===== config.mk =====
export PLATFORM = sky130hd
export DESIGN_NAME = ohlcv_bar_aggregator_core
export DESIGN_NICKNAME = d
export VERILOG_FILES = /design/src/hw/rtl/obagg_pkg.sv /design/src/hw/rtl/ohlcv_bar_aggregator_core.sv
export SDC_FILE = /design/constraint.sdc
export NUM_CORES = 2
export LEC_CHECK = 0
export ABC_AREA = 1
export BUFFER_PORTS_ARGS = -buffer_cell sky130_fd_sc_hd__buf_4
export CORE_MARGIN = 8
export CORE_UTILIZATION = 68
export CTS_CLUSTER_SIZE = 16
export DETAILED_ROUTE_END_ITERATION = 6
export PLACE_DENSITY = 0.88
export SLEW_MARGIN = 20
export SYNTH_ARGS = -nofsm -noshare
export SYNTH_HDL_FRONTEND = slang
export SYNTH_SLANG_ARGS = --single-unit

===== constraint.sdc =====
create_clock -name clock -period 34.5 [get_ports clock]
set_clock_uncertainty 0.05 [all_clocks]
set_input_delay 6.9 -clock clock [delete_from_list [all_inputs] [get_ports clock]]
set_output_delay 6.9 -clock clock [all_outputs]
set_load 0.02 [all_outputs]

===== src/hw/rtl/obagg_pkg.sv =====
package obagg_pkg;

   localparam int BARS_PER_GROUP = 6;
   localparam int BARS_PER_DAY   = 48;
   localparam int DAY_GAP        = 720;

   localparam int PRICE_W  = 32;
   localparam int VALUE_W  = 28;
   localparam int MAGIC_W  = VALUE_W + 1;
   localparam int PROD_W   = VALUE_W + MAGIC_W;
   localparam int GROUP_W  = 3;
   localparam int DAYCNT_W = 6;

   // Divisor codes in the top nibble of a volume word.
   localparam logic [3:0] VCODE_DIV100    = 4'h0;
   localparam logic [3:0] VCODE_DIV10     = 4'h1;
   localparam logic [3:0] VCODE_DIV1      = 4'h2;
   localparam logic [3:0] VCODE_DIV1000   = 4'h9;
   localparam logic [3:0] VCODE_DIV10000  = 4'hA;
   localparam logic [3:0] VCODE_DIV100000 = 4'hB;

   // Exact reciprocals for a 28-bit dividend: m = ceil(2^(28+l) / d), l = ceil(log2 d).
   localparam int SH_DIV10     = VALUE_W + 4;
   localparam int SH_DIV100    = VALUE_W + 7;
   localparam int SH_DIV1000   = VALUE_W + 10;
   localparam int SH_DIV10000  = VALUE_W + 14;
   localparam int SH_DIV100000 = VALUE_W + 17;

   localparam logic [MAGIC_W-1:0] MAGIC_DIV10 =
      MAGIC_W'(((64'd1 << SH_DIV10) + 64'd9) / 64'd10);
   localparam logic [MAGIC_W-1:0] MAGIC_DIV100 =
      MAGIC_W'(((64'd1 << SH_DIV100) + 64'd99) / 64'd100);
   localparam logic [MAGIC_W-1:0] MAGIC_DIV1000 =
      MAGIC_W'(((64'd1 << SH_DIV1000) + 64'd999) / 64'd1000);
   localparam logic [MAGIC_W-1:0] MAGIC_DIV10000 =
      MAGIC_W'(((64'd1 << SH_DIV10000) + 64'd9999) / 64'd10000);
   localparam logic [MAGIC_W-1:0] MAGIC_DIV100000 =
      MAGIC_W'(((64'd1 << SH_DIV100000) + 64'd99999) / 64'd100000);
   localparam logic [MAGIC_W-1:0] MAGIC_DIV1 = MAGIC_W'(1);

   localparam int REQ_DATA_W = 6 * PRICE_W;
   localparam int RSP_DATA_W = 168;

   typedef struct packed {
      logic [PRICE_W-1:0] minute_stamp;
      logic [PRICE_W-1:0] open_raw;
      logic [PRICE_W-1:0] high_raw;
      logic [PRICE_W-1:0] low_raw;
      logic [PRICE_W-1:0] close_raw;
      logic [PRICE_W-1:0] volume_word;
      logic               day_start;
   } bar_type;

   typedef struct packed {
      logic [PRICE_W-1:0] bar_open;
      logic [PRICE_W-1:0] bar_high;
      logic [PRICE_W-1:0] bar_low;
      logic [PRICE_W-1:0] bar_close;
      logic [PRICE_W-1:0] bar_volume;
      logic [GROUP_W-1:0] bar_number;
      logic               bad_volume_code;
   } result_type;

endpackage


===== src/hw/rtl/ohlcv_bar_aggregator_core.sv =====
// Merges a stream of 5-minute OHLCV bars into 30-minute bars, six bars to a group.
// Input beats arrive on req_* and carry one bar each; day_start travels on req_tuser.
// A finished 30-minute bar leaves on rsp_* with the unknown-divisor flag on rsp_tuser.
// The price offset is written on csr_* (always ready) and must only change while the
// block is idle.
// A bar that completes a group passes the input register, the volume multiply register
// and the result register in that order before rsp_tvalid rises; a full skid entry
// can hold it in the volume multiply register.
// Throughput: one bar per cycle unless stalled; the single 28x29 reciprocal
// multiply and the accumulate stage keep pace. Five bars of six produce no result.
// A two-entry output (result register plus skid register) decouples the sides:
// req_tready depends only on internal registers, so a stalled receiver blocks the
// input only once the skid entry is full and both pipeline registers hold a bar.
// Reset clears the pipeline, the day and group counters, the error flag and the
// price offset; the first bar after reset always opens a new trading day.
module ohlcv_bar_aggregator_core (
   input  logic                            clock,
   input  logic                            reset,
   input  logic                            req_tvalid,
   output logic                            req_tready,
   // minute_stamp, open_raw, high_raw, low_raw, close_raw, volume_word
   input  logic [obagg_pkg::REQ_DATA_W-1:0] req_tdata,
   // day_start
   input  logic                            req_tuser,
   output logic                            rsp_tvalid,
   input  logic                            rsp_tready,
   // bar_open, bar_high, bar_low, bar_close, bar_volume, bar_number, zero padding
   output logic [obagg_pkg::RSP_DATA_W-1:0] rsp_tdata,
   // bad_volume_code
   output logic                            rsp_tuser,
   input  logic                            csr_valid,
   output logic                            csr_ready,
   input  logic [obagg_pkg::PRICE_W-1:0]   csr_data
);
   import obagg_pkg::*;

   logic [PRICE_W-1:0] offset_ff;

   // Pipeline registers.
   logic               s1_valid_ff, s1_valid_in;
   bar_type            s1_bar_ff;
   logic               s2_valid_ff, s2_valid_in;
   bar_type            s2_bar_ff;
   logic [PROD_W-1:0]  s2_prod_ff;

   // Aggregation state.
   logic [PRICE_W-1:0]  prev_stamp_ff, prev_stamp_in;
   logic                day_open_ff, day_open_in;
   logic [GROUP_W-1:0]  in_group_ff, in_group_in;
   logic [DAYCNT_W-1:0] today_ff, today_in;
   logic [GROUP_W-1:0]  group_num_ff, group_num_in;
   logic [PRICE_W-1:0]  run_high_ff, run_high_in;
   logic [PRICE_W-1:0]  run_low_ff, run_low_in;
   logic [PRICE_W-1:0]  run_vol_ff, run_vol_in;
   logic [PRICE_W-1:0]  group_open_ff, group_open_in;
   logic                vol_err_ff, vol_err_in;

   // Output register and skid register.
   logic       out_valid_ff, skid_valid_ff;
   result_type out_ff, skid_ff;

   logic               consume, s2_load, s1_load, push;
   logic [MAGIC_W-1:0] magic;
   logic [VALUE_W-1:0] vol_dec;
   logic               vol_bad;
   result_type         res;

   bar_type req_bar;

   assign req_bar = '{
      minute_stamp: req_tdata[0 +: PRICE_W],
      open_raw:     req_tdata[PRICE_W +: PRICE_W],
      high_raw:     req_tdata[2*PRICE_W +: PRICE_W],
      low_raw:      req_tdata[3*PRICE_W +: PRICE_W],
      close_raw:    req_tdata[4*PRICE_W +: PRICE_W],
      volume_word:  req_tdata[5*PRICE_W +: PRICE_W],
      day_start:    req_tuser
   };

   assign csr_ready = 1'b1;

   // The merge stage waits only for the skid entry, so no path runs from rsp_tready.
   assign consume    = s2_valid_ff && !skid_valid_ff;
   assign s2_load    = s1_valid_ff && (!s2_valid_ff || consume);
   assign req_tready = !s1_valid_ff || !s2_valid_ff || consume;
   assign s1_load    = req_tvalid && req_tready;

   always_comb begin
      s1_valid_in = s1_valid_ff;
      if (s1_load) begin
         s1_valid_in = 1'b1;
      end else if (s2_load) begin
         s1_valid_in = 1'b0;
      end
      s2_valid_in = s2_valid_ff;
      if (s2_load) begin
         s2_valid_in = 1'b1;
      end else if (consume) begin
         s2_valid_in = 1'b0;
      end
   end

   // Reciprocal for the divisor code of the bar in the input register.
   always_comb begin
      unique case (s1_bar_ff.volume_word[31:28])
         VCODE_DIV100:    magic = MAGIC_DIV100;
         VCODE_DIV10:     magic = MAGIC_DIV10;
         VCODE_DIV1000:   magic = MAGIC_DIV1000;
         VCODE_DIV10000:  magic = MAGIC_DIV10000;
         VCODE_DIV100000: magic = MAGIC_DIV100000;
         default:         magic = MAGIC_DIV1;
      endcase
   end

   // Quotient taken from the registered product.
   always_comb begin
      vol_bad = 1'b0;
      unique case (s2_bar_ff.volume_word[31:28])
         VCODE_DIV100:    vol_dec = VALUE_W'(s2_prod_ff >> SH_DIV100);
         VCODE_DIV10:     vol_dec = VALUE_W'(s2_prod_ff >> SH_DIV10);
         VCODE_DIV1:      vol_dec = VALUE_W'(s2_prod_ff);
         VCODE_DIV1000:   vol_dec = VALUE_W'(s2_prod_ff >> SH_DIV1000);
         VCODE_DIV10000:  vol_dec = VALUE_W'(s2_prod_ff >> SH_DIV10000);
         VCODE_DIV100000: vol_dec = VALUE_W'(s2_prod_ff >> SH_DIV100000);
         default: begin
            vol_dec = VALUE_W'(s2_prod_ff);
            vol_bad = 1'b1;
         end
      endcase
   end

   // Merge stage: day break, day limit and group accumulation.
   always_comb begin
      logic                brk;
      logic [PRICE_W-1:0]  gap;
      logic [GROUP_W:0]    in_group_inc;

      prev_stamp_in = prev_stamp_ff;
      day_open_in   = day_open_ff;
      in_group_in   = in_group_ff;
      today_in      = today_ff;
      group_num_in  = group_num_ff;
      run_high_in   = run_high_ff;
      run_low_in    = run_low_ff;
      run_vol_in    = run_vol_ff;
      group_open_in = group_open_ff;
      vol_err_in    = vol_err_ff;
      push          = 1'b0;
      res           = '0;
      in_group_inc  = '0;

      gap = s2_bar_ff.minute_stamp - prev_stamp_ff;
      brk = s2_bar_ff.day_start || !day_open_ff || (gap > PRICE_W'(DAY_GAP));

      if (consume) begin
         prev_stamp_in = s2_bar_ff.minute_stamp;
         day_open_in   = 1'b1;
         if (brk) begin
            in_group_in  = '0;
            today_in     = '0;
            group_num_in = '0;
            run_high_in  = '0;
            run_low_in   = '1;
            run_vol_in   = '0;
         end

         // A bar beyond the day's limit only moves the stamp on.
         if (today_in < DAYCNT_W'(BARS_PER_DAY)) begin
            today_in = today_in + DAYCNT_W'(1);
            if (s2_bar_ff.high_raw > run_high_in) begin
               run_high_in = s2_bar_ff.high_raw;
            end
            if (s2_bar_ff.low_raw < run_low_in) begin
               run_low_in = s2_bar_ff.low_raw;
            end
            vol_err_in = vol_err_ff || vol_bad;
            run_vol_in = run_vol_in + PRICE_W'(vol_dec);
            if (in_group_in == '0) begin
               group_open_in = s2_bar_ff.open_raw - offset_ff;
            end

            in_group_inc = {1'b0, in_group_in} + (GROUP_W + 1)'(1);
            if (in_group_inc >= (GROUP_W + 1)'(BARS_PER_GROUP)) begin
               push                = 1'b1;
               res.bar_open        = group_open_in;
               res.bar_high        = run_high_in - offset_ff;
               res.bar_low         = run_low_in - offset_ff;
               res.bar_close       = s2_bar_ff.close_raw - offset_ff;
               res.bar_volume      = run_vol_in + PRICE_W'(3);
               res.bar_number      = group_num_in;
               res.bad_volume_code = vol_err_in;
               group_num_in        = group_num_in + GROUP_W'(1);
               vol_err_in          = 1'b0;
               in_group_in         = '0;
               run_high_in         = '0;
               run_low_in          = '1;
               run_vol_in          = '0;
            end else begin
               in_group_in = GROUP_W'(in_group_inc);
            end
         end
      end
   end

   always_ff @(posedge clock) begin
      if (reset) begin
         offset_ff     <= '0;
         s1_valid_ff   <= 1'b0;
         s2_valid_ff   <= 1'b0;
         prev_stamp_ff <= '0;
         day_open_ff   <= 1'b0;
         in_group_ff   <= '0;
         today_ff      <= '0;
         group_num_ff  <= '0;
         run_high_ff   <= '0;
         run_low_ff    <= '1;
         run_vol_ff    <= '0;
         group_open_ff <= '0;
         vol_err_ff    <= 1'b0;
      end else begin
         if (csr_valid && csr_ready) begin
            offset_ff <= csr_data;
         end
         s1_valid_ff   <= s1_valid_in;
         s2_valid_ff   <= s2_valid_in;
         prev_stamp_ff <= prev_stamp_in;
         day_open_ff   <= day_open_in;
         in_group_ff   <= in_group_in;
         today_ff      <= today_in;
         group_num_ff  <= group_num_in;
         run_high_ff   <= run_high_in;
         run_low_ff    <= run_low_in;
         run_vol_ff    <= run_vol_in;
         group_open_ff <= group_open_in;
         vol_err_ff    <= vol_err_in;
      end
   end

   always_ff @(posedge clock) begin
      if (s1_load) begin
         s1_bar_ff <= req_bar;
      end
      if (s2_load) begin
         s2_bar_ff  <= s1_bar_ff;
         s2_prod_ff <= PROD_W'(s1_bar_ff.volume_word[VALUE_W-1:0]) * PROD_W'(magic);
      end
   end

   // Output register with a skid entry behind it. A new result is only pushed
   // while the skid entry is empty.
   always_ff @(posedge clock) begin
      if (reset) begin
         out_valid_ff  <= 1'b0;
         skid_valid_ff <= 1'b0;
      end else if (!out_valid_ff || rsp_tready) begin
         if (skid_valid_ff) begin
            out_valid_ff  <= 1'b1;
            skid_valid_ff <= 1'b0;
         end else begin
            out_valid_ff <= push;
         end
      end else if (push) begin
         skid_valid_ff <= 1'b1;
      end
   end

   always_ff @(posedge clock) begin
      if (!out_valid_ff || rsp_tready) begin
         if (skid_valid_ff) begin
            out_ff <= skid_ff;
         end else if (push) begin
            out_ff <= res;
         end
      end else if (push) begin
         skid_ff <= res;
      end
   end

   assign rsp_tvalid = out_valid_ff;
   assign rsp_tdata  = {(RSP_DATA_W - 5*PRICE_W - GROUP_W)'(0),
                        out_ff.bar_number, out_ff.bar_volume, out_ff.bar_close,
                        out_ff.bar_low, out_ff.bar_high, out_ff.bar_open};
   assign rsp_tuser  = out_ff.bad_volume_code;

endmodule


==> out/qor.csv <==
stage,metric,value,unit
final_layout,Area Overhead vs Synth,10.4,%
critical_path,required time worst endpoint,34870,ps
timing,minimum clock period,10500,ps
yosys,Syn. warnings,0,
detailed_routing,drt initial violations,7105,
detailed_routing,iteration count of the initial detailed-routing pass,7,
critical_path,cell family with most CP delay,adder cells,
timing,setup_tns,0,ps
placement,input/output buffers,395,
cts,total CTS buffers,97,
global_route,initial antenna violation count,6,
timing,worst-margin pin slew,1150,ps
timing,Achievable Freq,95.2,MHz
floorplan,core area,104000,um2
timing,Final Cycle Share,30.4,%
cts,post-CTS resize count,0,
timing,Slew headroom,23.1,%
critical_path,crit path launch,s1_bar_ff[29],
yosys,#FFs+latches synth,949,
critical_path,Critical Path Slowest Stage Cell,clkinv_1,
yosys,leading area contributor after synthesis,edfxtp_1,
yosys,post-synthesis async set-or-reset flop share,0,%
critical_path,WS Path Type,register to register,
cts,CTS tree,yes,
floorplan,die area,115000,um2
critical_path,Buffers & Inverters on Critical Path,10,
floorplan,Die H,340,um
cts,CTS hold repair buffers,0,
timing,# setup viols final,0,
pwr,leakage,35.8,nW
pwr,Max IR drop VDD,72.8,uV
placement,GPL Wtd Cong,1.02,
timing,endpoints failing hold,0,
yosys,Area contributors post-synth,"edfxtp_1, fa_1, ha_1",
detailed_routing,WL/cell,24.4,um
yosys,ys flop type,edfxtp_1,
min_path,hold wc startpoint,s1_bar_ff[87],
global_route,grt ovf,0,
detailed_routing,Vias,57400,
cts,Clock Pin Slew Worst Setup and Hold Paths,70,ps
floorplan,Ports,402,
min_path,Worst Hold Class,register to register,
global_route,vias in the first global route,58100,
floorplan,row count,118,
outcome,failing checks,design-rule violations,
global_route,first-pass GRT wire length,343000,um
yosys,Mapped Avg Cell Area,9.33,um2
critical_path,Worst Setup Start Kind,register,
yosys,Cells after Synth,7640,
cts,Clock Path Buffers,3,
outcome,status,finished with violations,
critical_path,Reg-to-Reg Start,s1_bar_ff[29],
pwr,Power Density,57.9,nW/um2
critical_path,max incr delay on CP,880,ps
final_layout,layout cells sized above 1,9.03,%
cts,H-tree lvl count,3,
yosys,Post-synth EDFFs,739,
global_route,All-Layer GR Usage,38.9,%
yosys,top-area cell type share of the netlist area,31.1,%
final_layout,final net count,9357,
timing,RSZ-0062 raised after global routing,no,
final_layout,fin util,75.9,%
detailed_routing,routed vias/inst,6.09,
yosys,Synth cell types,69,
cts,Post-CTS Setup Bufs,0,
cts,clk root buf,clkbuf_16,
yosys,"Seq/Total Area, Yosys",37.0,%
floorplan,die width,340,um
timing,fin. max-slew vios,0,
critical_path,CP Max Fanout,19,
critical_path,Worst Setup End Kind,register,
yosys,Syn Std Cell Area,71300,um2
global_route,pin count of the biggest net entering global routing,143,
detailed_routing,Post-route DRC,9,
job,max-cap check violation count,0,
floorplan,initial core utilization,68.7,%
detailed_routing,final WL,230000,um
critical_path,critical path arrival,10880,ps
cts,Skew-Pair Late Insertion Delay,700,ps
placement,DP Wirelength,174000,um
detailed_routing,antenna-violating nets left,0,
cts,CTS Sinks,949,
## power breakdown
| part | internal, W | switching (W) |
|---|---|---|
| logic | 0.000732 | 0.00132 |
| registers | 0.00135 | 0.0000394 |
| clock network | 0.000634 | 0.000479 |
| total | 0.00271 | 0.00184 |
## final timing paths
path | to | slack [ps] | cells after the start
setup / recovery | s2_prod_ff[55] | 24000 | 37
hold reg to reg | s2_bar_ff[87] | 350 | 0
setup reg to reg | s2_prod_ff[55] | 24000 | 37
hold / removal | s2_bar_ff[87] | 350 | 0
## synthesized netlist by cell type, types with 14 or more instances
cell	number
inv_1	1439
nand2_1	1301
nor2_1	836
edfxtp_1	739
fa_1	706
a21oi_1	479
ha_1	465
o21ai_0	364
dfxtp_1	210
clkbuf_1	152
nand3_1	148
xor2_1	138
xnor2_1	80
o21ai_2	58
a22oi_1	51
nand4_1	43
a31oi_1	41
buf_2	34
nor3_1	34
o21ai_1	27
buf_6	20
a221oi_1	18
buf_1	18
o22ai_1	17
a21boi_0	16
o211ai_1	16
o21bai_1	16
clkinv_1	14
o21a_1	14
## metrics by stage
| stage | cell area, um2 | hold slack, ps | cells | worst slack [ps] | power (W) |
|---|---|---|---|---|---|
| 3_5_place_dp | 75400 | 355 | 9237 | 23830 | 0.00340 |
| 6_report | 78700 | 350 | 9424 | 24000 | 0.00456 |
| 5_1_grt | 78700 | 365 | 9421 | 23470 | 0.00481 |
| 4_1_cts | 78700 | 349 | 9420 | 23730 | 0.00451 |
| 3_3_place_gp | 75400 | 351 | 9237 | 24230 | 0.00334 |
| 2_1_floorplan | 71300 | 350 | 7644 | 19790 | 0.00279 |
## logic make-up (layout without fill, tap and decap cells)
logic type,Yosys count,after routing,share of synthesized area (%)
compound gates,1183,1183,9.50
xor+xnor,219,219,2.70
fa+ha+maj,1171,1171,28.0
buf+inv,1702,2098,9.31
flops,949,949,37.0
other cells,2,10,0.0105
simple gates,2414,2414,13.5
## per-layer routing
layer | vias up | GRT usage (%) | routed length (um)
met5 | - | 0 | 26
met4 | 4 | 20.6 | 15100
met3 | 810 | 9.15 | 25500
met2 | 3787 | 63.3 | 107000
met1 | 27800 | 48.3 | 82200
li1 | 25100 | - | -
## flip-flops by register name, indices dropped and copies added, names as in the netlist, 3 cells and up
name           flops
s1_bar_ff        193
s2_bar_ff        165
skid_ff          164
rsp_tdata        163
s2_prod_ff        53
group_open_ff     32
offset_ff         32
prev_stamp_ff     32
run_high_ff       32
run_low_ff        32
run_vol_ff        32
today_ff           6
group_num_ff       3
in_group_ff        3
## cell usage in the layout (no fill, tap or decap), drive strengths merged, types with 16 or more instances in the layout
| master | n |
|---|---|
| o211ai | 16 |
| nand4 | 44 |
| nand3 | 150 |
| a221oi | 18 |
| o22ai | 17 |
| a21oi | 482 |
| edfxtp | 739 |
| dfxtp | 210 |
| a31oi | 42 |
| clkinv | 39 |
| nor3 | 39 |
| a21boi | 21 |
| xor2 | 138 |
| o21ai | 449 |
| fa | 706 |
| a22oi | 51 |
| clkbuf | 136 |
| buf | 451 |
| nand2 | 1308 |
| inv | 1455 |
| nor2 | 845 |
| o21bai | 17 |
| xnor2 | 81 |
| ha | 465 |
## cell type report
type	instances	area, um2
well taps	1380	1730
multi-input cells	4993	38300
repair buffers	451	3400
clock inverters	47	604
flip-flops and latches	949	26400
clock buffers	136	2740
fillers	6957	25100
inverters	1464	5510
diodes	4	10.0
## worst register-to-register path, delay by kind of cell, from the launching register on
kind	cells	cell delay, ps
flops	1	440
xor+xnor	1	150
simple gates	11	1870
fa+ha+maj	8	3700
buf+inv	10	2680
compound gates	7	1330
Note: power is estimated with default switching activity, not from simulation.
